### config.mk
export PLATFORM = sky130hd
export DESIGN_NAME = two_level_temp_alarm_fsm_unit
export DESIGN_NICKNAME = d
export VERILOG_FILES = /design/src/rtl/tafsm_pkg.sv /design/src/rtl/tafsm_regs.sv /design/src/rtl/two_level_temp_alarm_fsm_unit.sv
export SDC_FILE = /design/constraint.sdc
export NUM_CORES = 1
export LEC_CHECK = 0
export BUFFER_PORTS_ARGS = -buffer_cell sky130_fd_sc_hd__buf_2
export CORE_MARGIN = 10
export CORE_UTILIZATION = 50
export DETAILED_ROUTE_END_ITERATION = 8
export GPL_ROUTABILITY_DRIVEN = 0
export PLACE_DENSITY = 0.7
export SLEW_MARGIN = 15
export SYNTH_ARGS = -nofsm -noshare
export SYNTH_HDL_FRONTEND = slang
export SYNTH_SLANG_ARGS = --single-unit
### constraint.sdc
create_clock -name clk_i -period 5.2 [get_ports clk_i]
set_clock_uncertainty 0.15 [all_clocks]
set_input_delay 0.52 -clock clk_i [delete_from_list [all_inputs] [get_ports clk_i]]
set_output_delay 0.52 -clock clk_i [all_outputs]
set_load 0.02 [all_outputs]
### src/rtl/tafsm_pkg.sv
`default_nettype none
// ----------------------------------------------------------------------------
// Two-level temperature alarm monitor package
// Shared types, register map, event codes and reset values of the monitor.
// ----------------------------------------------------------------------------
package tafsm_pkg;

  // Default width of the dwell counter.
  localparam int CountWidthDefault = 16;

  // Field widths.
  localparam int TempW  = 12;
  localparam int DwellW = 16;
  localparam int CodeW  = 3;
  localparam int AddrW  = 4;
  localparam int DataW  = 32;

  // Register reset values.
  localparam logic signed [TempW-1:0] PreThrRst   = 12'sd400;
  localparam logic signed [TempW-1:0] AlarmThrRst = 12'sd800;
  localparam logic [DwellW-1:0]       PreDwellRst   = 16'd10;
  localparam logic [DwellW-1:0]       AlarmDwellRst = 16'd10;

  // Register index, taken from the word address.
  typedef enum logic [1:0] {
    REG_PRE_THR     = 2'd0,
    REG_ALARM_THR   = 2'd1,
    REG_PRE_DWELL   = 2'd2,
    REG_ALARM_DWELL = 2'd3
  } reg_idx_e;

  // Event codes reported with each result.
  typedef enum logic [CodeW-1:0] {
    EV_NONE          = 3'd0,
    EV_PRE_ON        = 3'd1,
    EV_PRE_OFF       = 3'd2,
    EV_ALARM         = 3'd3,
    EV_RESET_DONE    = 3'd4,
    EV_RESET_REFUSED = 3'd5
  } event_e;

  // Configuration as seen by the monitor.
  typedef struct packed {
    logic signed [TempW-1:0] pre_thr;
    logic signed [TempW-1:0] alarm_thr;
    logic [DwellW-1:0]       pre_dwell;
    logic [DwellW-1:0]       alarm_dwell;
  } cfg_t;

endpackage
`default_nettype wire

### src/rtl/tafsm_regs.sv
`default_nettype none
// ----------------------------------------------------------------------------
// Two-level temperature alarm configuration registers
// APB-style register file holding the thresholds and dwell counts.
// ----------------------------------------------------------------------------
module tafsm_regs (
  input  wire logic                         clk_i,
  input  wire logic                         rst_ni,
  input  wire logic                         psel,
  input  wire logic                         penable,
  input  wire logic                         pwrite,
  input  wire logic [tafsm_pkg::AddrW-1:0]  paddr,
  input  wire logic [tafsm_pkg::DataW-1:0]  pwdata,
  output logic      [tafsm_pkg::DataW-1:0]  prdata,
  output logic                              pready,
  output tafsm_pkg::cfg_t                   cfg_o
);

  tafsm_pkg::cfg_t   cfg_q;
  tafsm_pkg::reg_idx_e idx;
  logic              wr_en;

  assign idx    = tafsm_pkg::reg_idx_e'(paddr[3:2]);
  assign wr_en  = psel && penable && pwrite;
  assign pready = 1'b1;
  assign cfg_o  = cfg_q;

  // Register write on the access phase of a write transaction.
  always_ff @(posedge clk_i or negedge rst_ni) begin
    if (!rst_ni) begin
      cfg_q.pre_thr     <= tafsm_pkg::PreThrRst;
      cfg_q.alarm_thr   <= tafsm_pkg::AlarmThrRst;
      cfg_q.pre_dwell   <= tafsm_pkg::PreDwellRst;
      cfg_q.alarm_dwell <= tafsm_pkg::AlarmDwellRst;
    end else if (wr_en) begin
      unique case (idx)
        tafsm_pkg::REG_PRE_THR:     cfg_q.pre_thr     <= pwdata[11:0];
        tafsm_pkg::REG_ALARM_THR:   cfg_q.alarm_thr   <= pwdata[11:0];
        tafsm_pkg::REG_PRE_DWELL:   cfg_q.pre_dwell   <= pwdata[15:0];
        tafsm_pkg::REG_ALARM_DWELL: cfg_q.alarm_dwell <= pwdata[15:0];
        default: ;
      endcase
    end
  end

  // Read data; thresholds read back sign extended.
  always_comb begin
    unique case (idx)
      tafsm_pkg::REG_PRE_THR:     prdata = {{20{cfg_q.pre_thr[11]}}, cfg_q.pre_thr};
      tafsm_pkg::REG_ALARM_THR:   prdata = {{20{cfg_q.alarm_thr[11]}}, cfg_q.alarm_thr};
      tafsm_pkg::REG_PRE_DWELL:   prdata = {16'd0, cfg_q.pre_dwell};
      tafsm_pkg::REG_ALARM_DWELL: prdata = {16'd0, cfg_q.alarm_dwell};
      default:                    prdata = '0;
    endcase
  end

endmodule
`default_nettype wire

### src/rtl/two_level_temp_alarm_fsm_unit.sv
`default_nettype none
// Results: an accepted sample waits in the input register and moves into the result register once that is free.
// Throughput: one sample per cycle while the result channel does not stall; the monitor state is updated
// as the sample moves from the input register into the result register.
// Reset: the monitor returns to normal with the dwell counter and pre-alarm flag
// cleared, both pipeline stages empty, and the registers at their defaults.
// ----------------------------------------------------------------------------
// Two-level temperature alarm monitor
// Five-state monitor with dwell counting between a sample register and a
// result register, plus the APB-style configuration registers.
// ----------------------------------------------------------------------------
module two_level_temp_alarm_fsm_unit #(
  parameter int COUNT_WIDTH = tafsm_pkg::CountWidthDefault
) (
  input  wire logic                                clk_i,
  input  wire logic                                rst_ni,
  // Sample channel
  input  wire logic                                in_valid_i,
  output logic                                     in_ready_o,
  input  wire logic signed [tafsm_pkg::TempW-1:0]  temperature_i,
  input  wire logic                                reset_pressed_i,
  // Result channel
  output logic                                     out_valid_o,
  input  wire logic                                out_ready_i,
  output logic                                     warning_o,
  output logic                                     alarm_o,
  output logic [tafsm_pkg::CodeW-1:0]              event_code_o,
  output logic [2:0]                               monitor_state_o,
  // Configuration port
  input  wire logic                                psel,
  input  wire logic                                penable,
  input  wire logic                                pwrite,
  input  wire logic [tafsm_pkg::AddrW-1:0]         paddr,
  input  wire logic [tafsm_pkg::DataW-1:0]         pwdata,
  output logic      [tafsm_pkg::DataW-1:0]         prdata,
  output logic                                     pready
);

  localparam int CmpW = (COUNT_WIDTH > tafsm_pkg::DwellW) ? COUNT_WIDTH : tafsm_pkg::DwellW;

  typedef enum logic [2:0] {
    ST_NORMAL      = 3'd0,
    ST_CHECK_PRE   = 3'd1,
    ST_PRE_ALARM   = 3'd2,
    ST_CHECK_ALARM = 3'd3,
    ST_ALARM       = 3'd4
  } state_e;

  tafsm_pkg::cfg_t cfg;

  // Configuration registers.
  tafsm_regs u_regs (
    .clk_i   (clk_i),
    .rst_ni  (rst_ni),
    .psel    (psel),
    .penable (penable),
    .pwrite  (pwrite),
    .paddr   (paddr),
    .pwdata  (pwdata),
    .prdata  (prdata),
    .pready  (pready),
    .cfg_o   (cfg)
  );

  // Sample register, monitor state and result register.
  logic                              in_valid_q;
  logic signed [tafsm_pkg::TempW-1:0] temp_q;
  logic                              pressed_q;
  state_e                            state_q, state_d;
  logic [COUNT_WIDTH-1:0]            count_q, count_d;
  logic                              flag_q, flag_d;
  tafsm_pkg::event_e                 event_d;
  logic                              out_valid_q;
  logic                              warning_q;
  logic                              alarm_q;
  tafsm_pkg::event_e                 event_q;
  state_e                            mon_state_q;

  logic                   advance;
  logic                   ge_pre, ge_alarm;
  logic [COUNT_WIDTH-1:0] count_inc;
  logic                   pre_done, alarm_done;

  // A sample moves on when the result register is empty or being drained.
  assign advance    = in_valid_q && (!out_valid_q || out_ready_i);
  assign in_ready_o = !in_valid_q || advance;

  // Threshold compares and the saturating dwell counter.
  assign ge_pre     = temp_q >= cfg.pre_thr;
  assign ge_alarm   = temp_q >= cfg.alarm_thr;
  assign count_inc  = (count_q == '1) ? count_q : count_q + COUNT_WIDTH'(1);
  assign pre_done   = CmpW'(count_inc) >= CmpW'(cfg.pre_dwell);
  assign alarm_done = CmpW'(count_inc) >= CmpW'(cfg.alarm_dwell);

  // Next-state logic of the monitor.
  always_comb begin
    state_d = state_q;
    count_d = count_q;
    flag_d  = flag_q;
    event_d = tafsm_pkg::EV_NONE;
    unique case (state_q)
      ST_CHECK_PRE: begin
        if (!ge_pre) begin
          state_d = ST_NORMAL;
        end else if (ge_alarm) begin
          state_d = ST_CHECK_ALARM;
          count_d = '0;
        end else begin
          count_d = count_inc;
          if (pre_done) begin
            state_d = ST_PRE_ALARM;
            flag_d  = 1'b1;
            event_d = tafsm_pkg::EV_PRE_ON;
          end
        end
      end
      ST_PRE_ALARM: begin
        if (ge_alarm) begin
          state_d = ST_CHECK_ALARM;
          count_d = '0;
        end else if (!ge_pre) begin
          state_d = ST_NORMAL;
          flag_d  = 1'b0;
          event_d = tafsm_pkg::EV_PRE_OFF;
        end
      end
      ST_CHECK_ALARM: begin
        if (!ge_alarm) begin
          state_d = ST_NORMAL;
        end else begin
          count_d = count_inc;
          if (alarm_done) begin
            state_d = ST_ALARM;
            event_d = tafsm_pkg::EV_ALARM;
          end
        end
      end
      ST_ALARM: begin
        if (pressed_q) begin
          if (!ge_pre) begin
            state_d = ST_NORMAL;
            event_d = tafsm_pkg::EV_RESET_DONE;
          end else begin
            event_d = tafsm_pkg::EV_RESET_REFUSED;
          end
        end
      end
      default: begin
        state_d = ST_NORMAL;
        if (ge_alarm) begin
          state_d = ST_CHECK_ALARM;
          count_d = '0;
        end else if (ge_pre) begin
          state_d = ST_CHECK_PRE;
          count_d = '0;
        end
      end
    endcase
  end

  // State, sample and result registers.
  always_ff @(posedge clk_i or negedge rst_ni) begin
    if (!rst_ni) begin
      in_valid_q  <= 1'b0;
      temp_q      <= '0;
      pressed_q   <= 1'b0;
      state_q     <= ST_NORMAL;
      count_q     <= '0;
      flag_q      <= 1'b0;
      out_valid_q <= 1'b0;
      warning_q   <= 1'b0;
      alarm_q     <= 1'b0;
      event_q     <= tafsm_pkg::EV_NONE;
      mon_state_q <= ST_NORMAL;
    end else begin
      if (in_ready_o) begin
        in_valid_q <= in_valid_i;
      end
      if (in_valid_i && in_ready_o) begin
        temp_q    <= temperature_i;
        pressed_q <= reset_pressed_i;
      end
      if (advance) begin
        state_q     <= state_d;
        count_q     <= count_d;
        flag_q      <= flag_d;
        out_valid_q <= 1'b1;
        warning_q   <= flag_d;
        alarm_q     <= (state_d == ST_ALARM);
        event_q     <= event_d;
        mon_state_q <= state_d;
      end else if (out_ready_i) begin
        out_valid_q <= 1'b0;
      end
    end
  end

  assign out_valid_o     = out_valid_q;
  assign warning_o       = warning_q;
  assign alarm_o         = alarm_q;
  assign event_code_o    = event_q;
  assign monitor_state_o = mon_state_q;

`ifndef SYNTH
  // The alarm output follows the reported state.
  a_alarm_state: assert property (@(posedge clk_i) disable iff (!rst_ni)
    out_valid_q |-> (alarm_q == (mon_state_q == ST_ALARM)))
    else $error("alarm output disagrees with reported state");

  // Pre-alarm declaration lands in pre-alarm with the flag set.
  a_pre_on: assert property (@(posedge clk_i) disable iff (!rst_ni)
    (out_valid_q && event_q == tafsm_pkg::EV_PRE_ON) |->
      (mon_state_q == ST_PRE_ALARM && warning_q))
    else $error("pre-alarm event without pre-alarm state and flag");

  // A completed alarm reset always returns to normal.
  a_reset_done: assert property (@(posedge clk_i) disable iff (!rst_ni)
    (out_valid_q && event_q == tafsm_pkg::EV_RESET_DONE) |-> (mon_state_q == ST_NORMAL))
    else $error("reset-done event outside normal state");

  // The monitor never sits in pre-alarm without the flag.
  a_flag_in_pre: assert property (@(posedge clk_i) disable iff (!rst_ni)
    (state_q == ST_PRE_ALARM) |-> flag_q)
    else $error("pre-alarm state with flag cleared");

  // The monitor state only moves when a sample advances.
  a_state_hold: assert property (@(posedge clk_i) disable iff (!rst_ni)
    !advance |=> $stable(state_q))
    else $error("monitor state changed without a sample");
`endif

endmodule
`default_nettype wire
==> results.py, run 1 <==
metrics = {
    "timing": {
        "post-route-period-util_pct": 89.29,
        "fin_setup_tns_ns": 0,
        "worstMarginPinSlew_ns": 0.9860,
        "min_period_ns": 4.643,
        "hold_ws_ns": 0.01813,
        "finalHoldViolCount": 0,
        "drv_slew": 0,
        "rsz0062_at_grt": "false",
        "slew_headroom_pct": 34.08,
        "fmax_ghz": 0.2154,
        "setup_viol": 0,
    },
    "cts": {
        "cts_buffers": 9,
        "clockBufferDepth": 2,
        "cts-resized-gates": 0,
        "clk_latency_ns": 0.36,
        "clock_sinks": 95,
        "cts.hold.buffers_added": 0,
        "path_clk_slew_ns": 0.07,
        "cts_tree": "done",
        "post_cts_buffers": 0,
        "cts_max_level": 3,
        "root_buffer": "clkbuf_16",
    },
    "power_and_ir_drop": {
        "p_comb_share_pct": 36.5,
        "pwr-share-clk_pct": 25.6,
        "p_sw_mw": 0.9985,
        "leakage_nw": 3.336,
        "cellInternalPower_mw": 1.663,
        "pwr-share-seq_pct": 37.9,
        "netSwitchingFraction_pct": 37.52,
        "cellPowerDensity_mw_per_mm2": 387.1,
        "vdd_drop_max_v": 0.0002081,
    },
    "place": {
        "post-place-cells": 821,
        "dpl.hpwl_mm": 11.09,
        "portBuffers": 79,
    },
    "min_path": {
        "hp-class": "input port to asynchronous set/reset pin",
    },
    "floorplan": {
        "core-area_sq_mm": 0.01206,
        "ios": 99,
        "chipWidth_microns": 131.1,
        "dieArea_sq_mm": 0.01719,
        "rows": 40,
        "start_util_pct": 51.18,
        "die_h_microns": 131.1,
    },
    "route": {
        "wire_per_inst_microns": 17.20,
        "drt-total-wl_mm": 14.40,
        "ant_nets": 0,
        "drtPass1Iterations": 6,
        "drtIter0Drc": 355,
        "viasPerCell": 5.648,
        "num_vias": 4727,
        "drc_errors": 0,
    },
    "critical_path": {
        "critPathTopFamily": "simple AND/OR/NAND/NOR gates",
        "critPathBufInv": 0,
        "path_class": "register to register",
        "reg2reg_slack_ns": 0.56,
        "path_max_fanout": 11,
        "end_kind": "register",
        "worstPathCellList": "ha_1 -> nand2_1 -> nor3_4 -> or3b_1 -> nand2b_2 -> nor2_1 -> xor2_1 -> ha_1 -> a21o_1 -> a21o_1 -> a221o_1 -> a221oi_1 -> o31ai_1 -> and3_1 -> a21oi_1 -> o31ai_1",
        "slowest_stage": "or3b_1",
        "crit_arrival_ns": 4.73,
        "slowest_delay_ns": 0.54,
        "cp-start-kind": "register",
        "crit_required_ns": 5.28,
    },
    "yosys": {
        "syn-instance-count": 610,
        "syn_area_per_cell_sq_um": 10.12,
        "syn-num-nets": 723,
        "synthDistinctLibCells": 69,
        "ys_seq_elements": 95,
        "ys_seq_area_share_pct": 38.71,
        "synth_edf_count": 0,
        "synth_area_sq_mm": 0.006173,
        "synth_flop_cell": "dfrtp_1",
        "ys_warn_count": 0,
        "async_flop_share_pct": 100.0,
    },
    "cells_and_area": {
        "syn_to_final_growth_pct": 11.37,
        "fin_nets": 777,
        "final_util_pct": 57.00,
        "stdcell_count": 837,
        "drive_above_1_share_pct": 27.80,
        "diodes": 0,
        "nFillCells": 1041,
    },
    "grt": {
        "grt_pass1_vias": 4928,
        "antenna_found_initial": 0,
        "grt_pass1_wl_mm": 24.14,
        "track_usage_pct": 16.75,
        "grt_max_degree": 50,
        "gr-total-overflow": 0,
    },
    "run_status": {
        "status": "complete, no violations",
    },
    "run": {
        "cap_violations": 0,
    },
}
Yosys cell counts (all sizes together), types with 2 or more instances:
cell type / instances / area share (%)
mux2i: 2 / 0.32
nor2: 30 / 1.8
a211oi: 5 / 0.61
a21oi: 15 / 1.2
o21ai: 65 / 5.5
nor2b: 5 / 0.51
mux2: 49 / 9.0
clkbuf: 13 / 0.79
o41ai: 5 / 1.5
nand4: 10 / 1.3
dfstp: 10 / 4.3
a31oi: 8 / 0.81
o21a: 3 / 0.49
ha: 57 / 12
mux4: 11 / 4.0
xnor2: 5 / 0.71
nand2b: 12 / 1.3
and4: 2 / 0.28
nor4: 2 / 0.30
nand2: 51 / 3.1
and2: 2 / 0.20
nand3: 17 / 1.5
dfrtp: 85 / 34
inv: 61 / 3.7
nor3b: 6 / 0.81
buf: 26 / 3.1
nor3: 4 / 0.51
and3: 3 / 0.30
xor2: 5 / 0.71
o31ai: 5 / 0.77
a21o: 13 / 1.6
a22oi: 2 / 0.24
layout make-up:
type                    instances  area, sq um  share of cell area, %
well taps                     168        210.2                  3.057
flip-flops and latches         95         2390                  34.76
clock buffers                  10        229.0                  3.330
clock inverters                 6        67.56                 0.9827
multi-input cells             415         3329                  48.43
inverters                      61        229.0                  3.330
repair buffers                 82        420.4                  6.115
path summary, 6_finish.rpt:
kind / depth (start not counted) / end / start
min in group clk_i: 2 / in_valid_q$_DFFE_PN0N_ / in_valid_i
worst min-delay path: 1 / temp_q[8]$_DFFE_PN0P_ / rst_ni
max in group asynchronous: 2 / count_q[2]$_DFFE_PN0P_ / rst_ni
worst max register to register: 16 / event_code_o[1]$_DFFE_PN0P_ / count_q[0]$_DFFE_PN0P_
worst max-delay path: 16 / event_code_o[1]$_DFFE_PN0P_ / count_q[0]$_DFFE_PN0P_
worst min register to register: 2 / event_code_o[1]$_DFFE_PN0P_ / event_code_o[1]$_DFFE_PN0P_
power by group through the flow:
stage,logic [mW],registers (mW),clock network [mW]
final,0.972,1.01,0.682
after detailed placement,0.961,1.02,0
after global placement,0.926,1.01,0
after floorplan,0.728,0.991,0
after CTS,0.971,1.01,0.691
after global routing,1.09,1.03,0.718
metal layers:
metal / wire length, microns / up-vias / GRT usage, %
met5: 0 / - / 0
met1: 6468 / 2297 / 21.27
met4: 283 / 0 / 6.750
met3: 819 / 22 / 3.430
li1: - / 2257 / -
met2: 6825 / 151 / 27.24
kinds of logic after synthesis:
logic type	Yosys count	share of synthesized area (%)
buffers and inverters	100	7.621
adder cells (fa/ha/maj)	57	11.55
AO/OA/AOI/OAI	135	14.65
multiplexers	62	13.34
AND/OR/NAND/NOR	150	12.65
XOR/XNOR	10	1.419
other	1	0.06074
flip-flops	95	38.71
through the flow:
step	total power [mW]	instance area [sq um]	setup slack, ns
floorplan	1.720	6173	1.323
global placement	1.939	6573	0.7840
detailed placement	1.983	6573	0.6288
CTS	2.671	6869	0.6121
global route	2.831	6875	0.2436
finish	2.661	6875	0.5570
worst reg2reg max path: cells and delay by family (launching register included):
kind            cells  cell delay (ns)
flops               1             0.44
fa+ha+maj           2             0.57
simple gates        6             1.59
compound gates      7             1.54
xor+xnor            1             0.25
layout by cell type (no fill, tap or decap), drive strengths merged, types with 2 or more instances in the layout:
cell type  instances
nand4             10
and2               2
a211oi             5
clkbuf            10
dfrtp             85
mux4              11
a22oi              2
mux2i              2
o31ai              5
o21ai             65
nand3             17
o21a               3
a21o              13
o41ai              5
xor2               5
and4               2
a31oi              8
nand2             51
clkinvlp           2
and3               3
buf               82
nor4               2
nor2              30
xnor2              5
nor2b              5
inv               63
ha                57
mux2              49
a21oi             15
nor3b              6
nand2b            12
dfstp             10
nor3               4
sequential cells by signal, summed over array words and instances, names as in the netlist:
name             cells
alarm_o              1
count_q             16
event_code_o         3
in_valid_q           1
monitor_state_o      3
out_valid_o          1
pressed_q            1
temp_q              12
u_regs.cfg_o        56
warning_o            1
(Power assumes the default switching activity.)
==> run 2, diff against run 1 <==
- BUFFER_PORTS_ARGS: -buffer_cell sky130_fd_sc_hd__buf_2 -> not set
- DONT_BUFFER_PORTS: not set -> 1
- PLACE_DENSITY: 0.7 -> 0.63
==> run 2 against run 1 <==
  * Core utilization shrank 2.7 points
  * Cell count down 9.2%
  * Sequential share of layout area is 1.7 points higher
  * Sequential power barely moved
  * Register-to-register slack better by 0.06 ns
  * Setup slack improved by 0.063 ns
  * Via count down 8.1%
  * Die area is the same
  * Global-route usage up 0.18 points
  * Highest routed layer unchanged
==> results.py, run 2 (synthesized netlist as in run 1, its figures left out) <==
metrics = {
    "place": {
        "dpl.hpwl_mm": 10.70,
        "post-place-cells": 742,
        "portBuffers": 0,
    },
    "cells_and_area": {
        "layout_commonest_cell": "dfrtp_1",
        "nFillCells": 1076,
        "stdcell_count": 760,
        "multi_input_area_sq_mm": 0.003337,
        "syn_to_final_growth_pct": 6.040,
        "layout_common_cells": "85 x dfrtp_1, 61 x inv_1, 57 x ha_1",
        "diodes": 0,
        "fin_nets": 700,
        "drive_above_1_share_pct": 18.41,
        "regArea_sq_mm": 0.002390,
        "largest_reg_flops": 56,
    },
    "floorplan": {
        "chipWidth_microns": 131.1,
        "core-area_sq_mm": 0.01206,
        "start_util_pct": 51.18,
        "die_h_microns": 131.1,
        "ios": 99,
        "dieArea_sq_mm": 0.01719,
        "rows": 40,
    },
    "timing": {
        "min_period_ns": 4.580,
        "drv_slew": 0,
        "rsz0062_at_grt": "false",
        "fmax_ghz": 0.2184,
        "hold_ws_ns": 0.1199,
        "setup_viol": 0,
        "worstMarginPinSlew_ns": 0.8975,
        "slew_headroom_pct": 40.00,
        "post-route-period-util_pct": 88.07,
        "finalHoldViolCount": 0,
        "fin_setup_tns_ns": 0,
    },
    "critical_path": {
        "crit_arrival_ns": 4.65,
        "path_class": "register to register",
        "crit_required_ns": 5.27,
        "reg2reg_slack_ns": 0.62,
        "path_max_fanout": 11,
        "end_kind": "register",
        "cp-start-kind": "register",
    },
    "route": {
        "ant_nets": 0,
        "num_vias": 4346,
        "drc_errors": 0,
        "wl_met2_mm": 6.867,
        "drt-total-wl_mm": 14.17,
        "wire_per_inst_microns": 18.65,
        "wl_met1_mm": 6.008,
        "top_layer": "met4",
        "viasPerCell": 5.718,
        "drtIter0Drc": 285,
        "drtPass1Iterations": 5,
        "met3_length_mm": 1.116,
    },
    "power_and_ir_drop": {
        "leakage_nw": 3.020,
        "power.total_mw": 2.588,
        "vdd_drop_max_v": 0.0002503,
        "cellPowerDensity_mw_per_mm2": 395.3,
    },
    "cts": {
        "cts_tree": "done",
        "cts_max_level": 3,
        "post_cts_buffers": 0,
        "clockBufferDepth": 2,
        "root_buffer": "clkbuf_16",
        "cts-resized-gates": 0,
        "path_clk_slew_ns": 0.07,
        "clk_latency_ns": 0.35,
        "cts_buffers": 9,
        "clock_sinks": 95,
    },
    "grt": {
        "gr-total-overflow": 0,
        "antenna_found_initial": 0,
        "grt_pass1_vias": 4672,
        "grt_pass1_wl_mm": 23.92,
        "grt_max_degree": 96,
        "track_usage_pct": 16.93,
    },
    "min_path": {
        "hp-class": "input port to register",
    },
    "run": {
        "cap_violations": 0,
    },
    "run_status": {
        "status": "complete, no violations",
    },
}
-- run 2: cell count changes in the layout (fill, tap and decap cells not counted) --
cell           previous run  this run
buf_2                    78         0
buf_16                    0         2
buf_4                     4         2
inv_6                     2         0
clkbuf_8                  0         1
clkinvlp_4                2         3
dlygate4sd3_1             0         1
nor2_1                   30        29
nor2_4                    0         1
-- run 2: what timing repair did --
action / CTS / global route
setup endpoints to repair: 0 / 0
hold buffers: 2 / 0
endpoints found under the hold margin: 95 / 0
-- run 2: report_power, final --
part / internal, mW / leakage (nW) / switching, mW / total (mW)
Sequential: 0.892 / 1.16 / 0.132 / 1.02
Clock: 0.385 / 0.138 / 0.292 / 0.677
Combinational: 0.352 / 1.72 / 0.535 / 0.887
-- run 2: path summary, 6_finish.rpt --
kind | startpoint | to | depth (start not counted)
worst max-delay path | count_q[0]$_DFFE_PN0P_ | event_code_o[0]$_DFFE_PN0P_ | 16
worst min-delay path | pwdata[3] | u_regs.cfg_o[19]$_DFFE_PN1P_ | 2
worst max register to register | count_q[0]$_DFFE_PN0P_ | event_code_o[0]$_DFFE_PN0P_ | 16
worst min register to register | temp_q[0]$_DFFE_PN0P_ | temp_q[0]$_DFFE_PN0P_ | 1
max in group asynchronous | rst_ni | u_regs.cfg_o[3]$_DFFE_PN1P_ | 2
min in group asynchronous | rst_ni | u_regs.cfg_o[43]$_DFFE_PN0P_ | 2
-- run 2: routing by layer --
metal | global-route usage, % | vias to the layer above
met2 | 27.40 | 102
met4 | 4.625 | 0
met3 | 6.479 | 13
li1 | - | 2106
met1 | 20.56 | 2125
met5 | 0 | -
-- run 2: through the flow --
step | setup slack, ns | instance area (sq um) | util [%]
finish | 0.6203 | 6546 | 54.27
global route | 0.1737 | 6546 | 54.27
CTS | 0.5880 | 6540 | 54.22
detailed placement | 0.5948 | 6202 | 51.42
global placement | 0.7382 | 6202 | 51.42
floorplan | 1.323 | 6173 | -
-- run 2: area by class of cell --
| type | instances | area share, % |
|---|---|---|
| Sequential cell | 95 | 36.51 |
| Tap cell | 168 | 3.211 |
| Inverter | 61 | 3.498 |
| Clock buffer | 11 | 3.708 |
| Clock inverter | 5 | 0.8792 |
| Timing Repair Buffer | 5 | 1.223 |
| Multi-Input combinational cell | 415 | 50.97 |
-- run 2: worst max-delay path: stages, from the launching register on --
cell and delay (ns):
dfrtp_1 0.44, ha_1 0.29, nand2_1 0.14, nor3_4 0.28, or3b_1 0.53, nand2b_2 0.28
nor2_1 0.11, xor2_1 0.23, ha_1 0.28, a21o_1 0.18, a21o_1 0.16, a221o_1 0.29
a221oi_1 0.40, o31ai_1 0.24, nand3_1 0.20, o21a_1 0.14, a31oi_1 0.08
==> run 3, diff against run 2 <==
- RECOVER_POWER: not set -> 50
==> run 3 against run 2 <==
  * The flow now finishes with violations (max-capacitance violations, max-slew violations)
  * First-iteration DRC count shrank 11%
  * Cell count is the same
  * Via count about the same
  * Sequential power hardly changed
  * Sequential share of layout area grew 0.22 points
  * Design area shrank 0.61%
  * Largest cell class unchanged
  * Largest power group unchanged
==> results.py, run 3 (synthesized netlist as in run 1, its figures left out) <==
metrics = {
    "route": {
        "drt-total-wl_mm": 14.24,
        "wire_per_inst_microns": 18.73,
        "num_vias": 4344,
        "viasPerCell": 5.716,
        "drtIter0Drc": 254,
        "drtPass1Iterations": 5,
        "drc_errors": 0,
        "ant_nets": 0,
    },
    "cts": {
        "path_clk_slew_ns": 0.07,
        "cts_max_level": 3,
        "clk_latency_ns": 0.35,
        "root_buffer": "clkbuf_16",
        "cts_buffers": 9,
        "post_cts_buffers": 0,
        "clockBufferDepth": 2,
        "cts_tree": "done",
        "clock_sinks": 95,
    },
    "floorplan": {
        "die_h_microns": 131.1,
        "start_util_pct": 51.18,
        "rows": 40,
        "ios": 99,
        "chipWidth_microns": 131.1,
        "dieArea_sq_mm": 0.01719,
        "core-area_sq_mm": 0.01206,
    },
    "critical_path": {
        "cp-start-kind": "register",
        "path_class": "register to register",
        "crit_arrival_ns": 4.64,
        "path_max_fanout": 11,
        "end_kind": "register",
        "crit_required_ns": 5.27,
        "reg2reg_slack_ns": 0.63,
    },
    "grt": {
        "grt_pass1_wl_mm": 23.92,
        "gr-total-overflow": 0,
        "track_usage_pct": 16.93,
        "grt_pass1_vias": 4672,
        "antenna_found_initial": 0,
        "grt_max_degree": 96,
    },
    "cells_and_area": {
        "layout_common_cells": "85 x dfrtp_1, 61 x inv_1, 57 x ha_1",
        "syn_to_final_growth_pct": 5.391,
        "diodes": 0,
        "largest_reg_flops": 56,
        "fin_nets": 700,
        "layout_commonest_cell": "dfrtp_1",
        "drive_above_1_share_pct": 17.74,
    },
    "timing": {
        "rsz0062_at_grt": "false",
        "hold_ws_ns": 0.1203,
        "fmax_ghz": 0.2186,
        "drv_slew": 96,
        "setup_viol": 0,
        "finalHoldViolCount": 0,
        "slew_headroom_pct": -56.79,
        "fin_setup_tns_ns": 0,
        "post-route-period-util_pct": 87.98,
        "worstMarginPinSlew_ns": 2.352,
        "min_period_ns": 4.575,
    },
    "power_and_ir_drop": {
        "vdd_drop_max_v": 0.0002504,
        "power.total_mw": 2.586,
        "leakage_nw": 3.001,
        "cellPowerDensity_mw_per_mm2": 397.4,
    },
    "run": {
        "cap_violations": 1,
    },
    "min_path": {
        "hp-class": "input port to register",
    },
    "place": {
        "dpl.hpwl_mm": 10.70,
        "portBuffers": 0,
    },
    "run_status": {
        "status": "complete, but fails checks",
        "violations": "max-capacitance violations, max-slew violations",
    },
}
## run 3: area by class of cell
type	count	area (sq um)
Clock buffer	11	242.7
Timing Repair Buffer	5	50.05
Tap cell	168	210.2
Inverter	61	229.0
Clock inverter	5	57.56
Multi-Input combinational cell	415	3327
Fill cell	1080	5555
Sequential cell	95	2390
## run 3: metal layers
| metal | part of all wire, % | vias to the layer above | routed length, microns | track usage, % |
|---|---|---|---|---|
| met3 | 7.8 | 13 | 1113 | 6.479 |
| met4 | 1.3 | 0 | 180 | 4.625 |
| met2 | 49 | 104 | 6930 | 27.40 |
| met5 | 0 | - | 0 | 0 |
| li1 | - | 2103 | - | - |
| met1 | 42 | 2124 | 6010 | 20.56 |
## run 3: critical path, cell delays in order, from the launching register on
cell,delay [ns]
dfrtp_1,0.44
ha_1,0.29
nand2_1,0.14
nor3_4,0.28
or3b_1,0.53
nand2b_2,0.29
nor2_1,0.11
xor2_1,0.23
ha_1,0.28
a21o_1,0.18
a21o_1,0.16
a221o_1,0.29
a221oi_1,0.40
o31ai_1,0.24
nand3_1,0.20
o21a_1,0.14
a31oi_1,0.09
## run 3: metrics by stage
stage	utilization [%]	instance area [sq um]	std cells	worst slack (ns)
2_1_floorplan	-	6173	610	1.323
3_3_place_gp	51.42	6202	742	0.7382
3_5_place_dp	51.42	6202	742	0.5948
4_1_cts	54.22	6540	760	0.5880
5_1_grt	53.94	6506	760	0.1737
6_report	53.94	6506	760	0.6253
## run 3: final timing paths
kind                                         from                      endpoint  cells past startpoint
min in group asynchronous                  rst_ni  u_regs.cfg_o[24]$_DFFE_PN0P_                      2
max in group asynchronous                  rst_ni  u_regs.cfg_o[55]$_DFFE_PN0P_                      2
max                        count_q[0]$_DFFE_PN0P_   event_code_o[0]$_DFFE_PN0P_                     16
max reg2reg                count_q[0]$_DFFE_PN0P_   event_code_o[0]$_DFFE_PN0P_                     16
min                                     pwdata[3]  u_regs.cfg_o[19]$_DFFE_PN1P_                      2
min reg2reg                 temp_q[0]$_DFFE_PN0P_         temp_q[0]$_DFFE_PN0P_                      1
## run 3: power by group
part / internal (mW) / switching, mW / total, mW
Combinational: 0.350 / 0.536 / 0.886
Clock: 0.385 / 0.290 / 0.675
Sequential: 0.892 / 0.132 / 1.02
## run 3: repair_timing
| action | CTS | global route |
|---|---|---|
| resized for setup | 0 | 0 |
| hold buffers | 2 | 0 |
| endpoints found under the hold margin | 95 | 0 |
